**src/design/gss_pkg.sv**
```systemverilog
`timescale 1ns / 1ps
`default_nettype none

package gss_pkg;

    localparam int MAX_SIDE   = 63;
    localparam int ROWS       = MAX_SIDE + 1;
    localparam int ROW_W      = 64;
    localparam int IDX_W      = 6;
    localparam int COORD_W    = 30;
    localparam int PRIME_W    = 16;
    localparam int NORM_W     = 33;
    localparam int PROD_W     = 46;
    localparam int NUM_W      = 47;
    localparam int COUNT_W    = 13;
    localparam int MOD_CNT_W  = 6;

    localparam logic [1:0] ACT_CLEAR = 2'd0;
    localparam logic [1:0] ACT_CROSS = 2'd1;
    localparam logic [1:0] ACT_READ  = 2'd2;

    localparam logic [1:0] CFG_BASE_RE = 2'd0;
    localparam logic [1:0] CFG_BASE_IM = 2'd1;
    localparam logic [1:0] CFG_SIDE    = 2'd2;

    // (r + step) mod n, with r < n and step <= n
    function automatic logic [NORM_W-1:0] add_mod(
        input logic [NORM_W-1:0] r,
        input logic [NORM_W-1:0] step,
        input logic [NORM_W-1:0] n
    );
        logic [NORM_W:0] sum;
        begin
            sum = {1'b0, r} + {1'b0, step};
            if (sum >= {1'b0, n})
            begin
                sum = sum - {1'b0, n};
            end
            add_mod = sum[NORM_W-1:0];
        end
    endfunction

    // (r - step) mod n, with r < n and step <= n
    function automatic logic [NORM_W-1:0] sub_mod(
        input logic [NORM_W-1:0] r,
        input logic [NORM_W-1:0] step,
        input logic [NORM_W-1:0] n
    );
        begin
            if (r >= step)
            begin
                sub_mod = r - step;
            end
            else
            begin
                sub_mod = r + (n - step);
            end
        end
    endfunction

endpackage

`default_nettype wire

```
**src/design/gss_mod.sv**
```systemverilog
`timescale 1ns / 1ps
`default_nettype none

// Restoring remainder, one numerator bit per cycle.
module gss_mod
    import gss_pkg::*;
(
    input  wire logic              clk,
    input  wire logic              rst_n,
    input  wire logic              start,
    input  wire logic [NUM_W-1:0]  num,
    input  wire logic [NORM_W-1:0] den,
    output logic                   done,
    output logic [NORM_W-1:0]      rem
);

    logic [NUM_W-1:0]     num_reg;
    logic [NORM_W-1:0]    rem_reg;
    logic [MOD_CNT_W-1:0] cnt_reg;
    logic                 busy_reg;
    logic                 done_reg;
    logic [NORM_W:0]      shifted;
    logic [NORM_W-1:0]    rem_next;

    always_comb
    begin
        shifted = {rem_reg, num_reg[NUM_W-1]};
        if (shifted >= {1'b0, den})
        begin
            rem_next = NORM_W'(shifted - {1'b0, den});
        end
        else
        begin
            rem_next = shifted[NORM_W-1:0];
        end
    end

    always_ff @(posedge clk or negedge rst_n)
    begin
        if (!rst_n)
        begin
            busy_reg <= 1'b0;
            done_reg <= 1'b0;
            cnt_reg  <= '0;
        end
        else
        begin
            done_reg <= 1'b0;
            if (start)
            begin
                busy_reg <= 1'b1;
                cnt_reg  <= MOD_CNT_W'(NUM_W);
            end
            else if (busy_reg)
            begin
                cnt_reg <= cnt_reg - 1'b1;
                if (cnt_reg == MOD_CNT_W'(1))
                begin
                    busy_reg <= 1'b0;
                    done_reg <= 1'b1;
                end
            end
        end
    end

    always_ff @(posedge clk)
    begin
        if (start)
        begin
            num_reg <= num;
            rem_reg <= '0;
        end
        else if (busy_reg)
        begin
            num_reg <= {num_reg[NUM_W-2:0], 1'b0};
            rem_reg <= rem_next;
        end
    end

    assign done = done_reg;
    assign rem  = rem_reg;

endmodule

`default_nettype wire

```
**config.mk**
```make
export PLATFORM = sky130hd
export DESIGN_NAME = gss_mod
export DESIGN_NICKNAME = d
export VERILOG_FILES = /design/src/design/gss_pkg.sv /design/src/design/gss_mod.sv
export SDC_FILE = /design/constraint.sdc
export NUM_CORES = 1
export LEC_CHECK = 0
export BUFFER_PORTS_ARGS = -buffer_cell sky130_fd_sc_hd__buf_2
export CORE_UTILIZATION = 50
export CTS_CLUSTER_DIAMETER = 80
export DETAILED_ROUTE_END_ITERATION = 10
export GPL_TIMING_DRIVEN = 0
export PLACE_DENSITY = 0.85
export SLEW_MARGIN = 20
export SYNTH_ARGS = -nofsm -noshare
export SYNTH_HDL_FRONTEND = slang
export SYNTH_SLANG_ARGS = --single-unit
```
**constraint.sdc**
```tcl
create_clock -name clk -period 6.2 [get_ports clk]
set_input_delay 0.62 -clock clk [delete_from_list [all_inputs] [get_ports clk]]
set_output_delay 0.62 -clock clk [all_outputs]
set_load 0.01 [all_outputs]
```
==> summary.md <==
| Metric | Value |
|---|---|
| Syn_nets | `690` |
| Async set or reset register ratio after synthesis | `just over 9%` |
| Final WL | `13500 um` |
| RSZ-0062 raised after global routing | `no` |
| Die Y | `approximately 110 um` |
| Most used DFF post-synth | `edfxtp_1` |
| Initial antenna violation count | `0` |
| Wirelength per Cell | `about 16 um` |
| Syn Inst Count | `around 570` |
| Worst IR Drop VDD | `roughly 0.15 mV` |
| DRT iter0 DRCs | `353` |
| Min-delay worst type | `in2async` |
| Critical path startpoint category | `flip-flop` |
| Max reg flops | `47` |
| Die area | `between 0.01 and 0.015 sq mm` |
| Post-Syn Area | `0.00559 sq mm` |
| N_diodes | `0` |
| Final Non-Filler Cells | `843` |
| Syn-to-layout area delta | `17.5%` |
| Final hold vios | `0` |
| Avg Inst Size Synth | `about 9.8 sq um` |
| Clock-pin slew on the worst setup and hold paths | `0.10 ns` |
| DRC violations left | `0` |
| Post-CTS Setup Inserts | `0` |
| Tmin final | `~3.3 ns` |
| Core footprint | `0.0108 sq mm` |
| Status | `complete, no violations` |
| Number of buffers added on ports | `between 100 and 150` |
| Std cell rows | `38` |
| Number of hold buffers added after cts | `0` |
| Clock Root Buffer | `clkbuf_8` |
| Most common cell after layout, fill and taps aside | `buf_2` |
| H-tree Lvls | `3` |
| Total clock sinks | `between 80 and 90` |
| Tcrit/Tclk final | `about 53%` |
| Total power | `between 1 and 1.5 mW` |
| Max_cap viols | `0` |
| Slew margin rel. | `a little under three fifths` |
| Static leakage | `between 3 and 4 nW` |
| Layout Nets | `slightly above 800` |
| Library cells used by synthesis | `54` |
| Via density | `approximately 5.7` |
| Final setup fails | `0` |
| Seq cells post-synth | `a little under 90` |
| Fraction of layout cells with a size suffix above 1 | `27.2%` |
| Fmax achieved | `302 MHz` |
| Critical path peak fanout | `4` |
| Setup TNS | `0 ns` |
| DRT Pass-1 Iters | `6` |
| Crit path kind | `reg2reg` |
| Post-synthesis sequential area ratio | `between 40 and 50%` |
| Crit path arrival time | `approximately 3.5 ns` |
| Dpl cells | `a little over 800` |
| Pwr dens | `186 mW/mm^2` |
| Required time worst endpoint | `around 6.4 ns` |
| Final antenna-violating net count | `0` |
| Die width | `roughly 110 um` |
| CTS-repair resized insts | `0` |
| Worst-Skew Late Latency | `between 0.3 and 0.4 ns` |
| GRT Resource Usage Total | `24.0%` |
| Fillers | `around 920` |
| Slew @ Worst Pin | `0.652 ns` |
| Final Max Slew Viols | `0` |
| EDFF count, synth | `47` |
| Grt ovf | `0` |
| CTS tree | `yes` |
| First-pass GRT wire length | `around 22000 um` |
| Placer Congestion | `0.967` |
| Worst Skew | `~0.0093 ns` |
| Clk buf depth | `2` |
| Most frequent cells in the layout | `buf_2, edfxtp_1, mux2_2, nor2_1, inv_1` |
| Ports | `117` |
| Vias in the first global route | `4641` |
| Largest net degree at the start of global routing | `28` |
| DPL Wire Length | `~10000 um` |
| Starting density of the core | `51.5%` |
| Num CTS Buffers | `9` |
| Synth warn | `0` |
| Via Count | `4842` |
| CP Capture Type | `flip-flop` |
| Hold WS | `0.0632 ns` |
logic make-up after synthesis:
logic type / Yosys count / synth area share (%)
AO/OA/AOI/OAI: 143 / 17.0
AND/OR/NAND/NOR: 140 / 11.8
buffers and inverters: 68 / 4.68
multiplexers: 68 / 13.2
flip-flops: 88 / 40.7
XOR/XNOR: 28 / 4.39
adder cells (fa/ha/maj): 36 / 8.20
area by class of cell:
cell class / count / area, sq um / share of cell area [%]
Multi-Input combinational cell: 415 / 3050 / 46.5
Sequential cell: 88 / 2270 / 34.6
Timing Repair Buffer: 116 / 603 / 9.19
Tap cell: 140 / 175 / 2.67
Inverter: 43 / 161 / 2.46
Clock buffer: 9 / 124 / 1.89
Buffer: 25 / 100 / 1.53
Clock inverter: 7 / 72.6 / 1.11
Yosys cell counts (16+ instances only):
cell / instances / area (sq um)
a211oi_1: 29 / 218
a21oi_1: 39 / 195
clkbuf_1: 20 / 75.1
dfxtp_1: 33 / 661
edfxtp_1: 47 / 1410
ha_1: 35 / 438
inv_1: 42 / 158
mux2_2: 46 / 518
mux2i_1: 22 / 220
nand2_1: 36 / 135
nor2_1: 46 / 173
xnor2_1: 16 / 140
final timing paths:
kind | startpoint | end | slack [ns] | cells past startpoint
hold reg to reg | rem[2]$_SDFFE_PP0P_ | rem[2]$_SDFFE_PP0P_ | 0.50 | 2
hold / removal | rst_n | cnt_reg[1]$_DFFE_PN0P_ | 0.06 | 1
setup reg to reg | num_reg[46]$_DFFE_PP_ | rem[32]$_SDFFE_PP0P_ | 2.89 | 13
max in group asynchronous | rst_n | busy_reg$_DFF_PN0_ | 5.96 | 1
setup / recovery | num_reg[46]$_DFFE_PP_ | rem[32]$_SDFFE_PP0P_ | 2.89 | 13
min in group clk | rem[2]$_SDFFE_PP0P_ | rem[2]$_SDFFE_PP0P_ | 0.50 | 2
critical path: stages, from the launching register on:
cell      delay (ns)
edfxtp_1        0.40
inv_1           0.08
ha_1            0.15
inv_1           0.05
fa_1            0.40
a21o_1          0.22
and4_1          0.22
o211ai_1        0.28
and3_2          0.27
o21ai_2         0.10
a311o_1         0.45
a311oi_1        0.33
a41o_1          0.14
a311oi_1        0.08
where the power goes:
group / switching (mW) / internal (mW)
logic: 0.0730 / 0.0781
registers: 0.0131 / 0.653
clock network: 0.245 / 0.157
stage by stage:
stage          worst slack [ns]  cell area, sq um  utilization [%]
2_1_floorplan              3.07              5590                -
3_3_place_gp               2.72              6340             58.4
3_5_place_dp               2.65              6360             58.7
4_1_cts                    2.91              6560             60.5
5_1_grt                    2.74              6560             60.5
6_report                   2.89              6560             60.5
per-layer routing:
metal / part of all wire (%) / track usage [%] / wire, um / vias to the layer above
li1: - / - / - / 2348
met1: 44 / 29.9 / 5900 / 2311
met2: 48 / 39.8 / 6550 / 151
met3: 4.9 / 4.30 / 665 / 32
met4: 3.0 / 12.3 / 399 / 0
met5: 0 / 0 / 0 / -
Note: power is estimated with default switching activity, not from simulation.
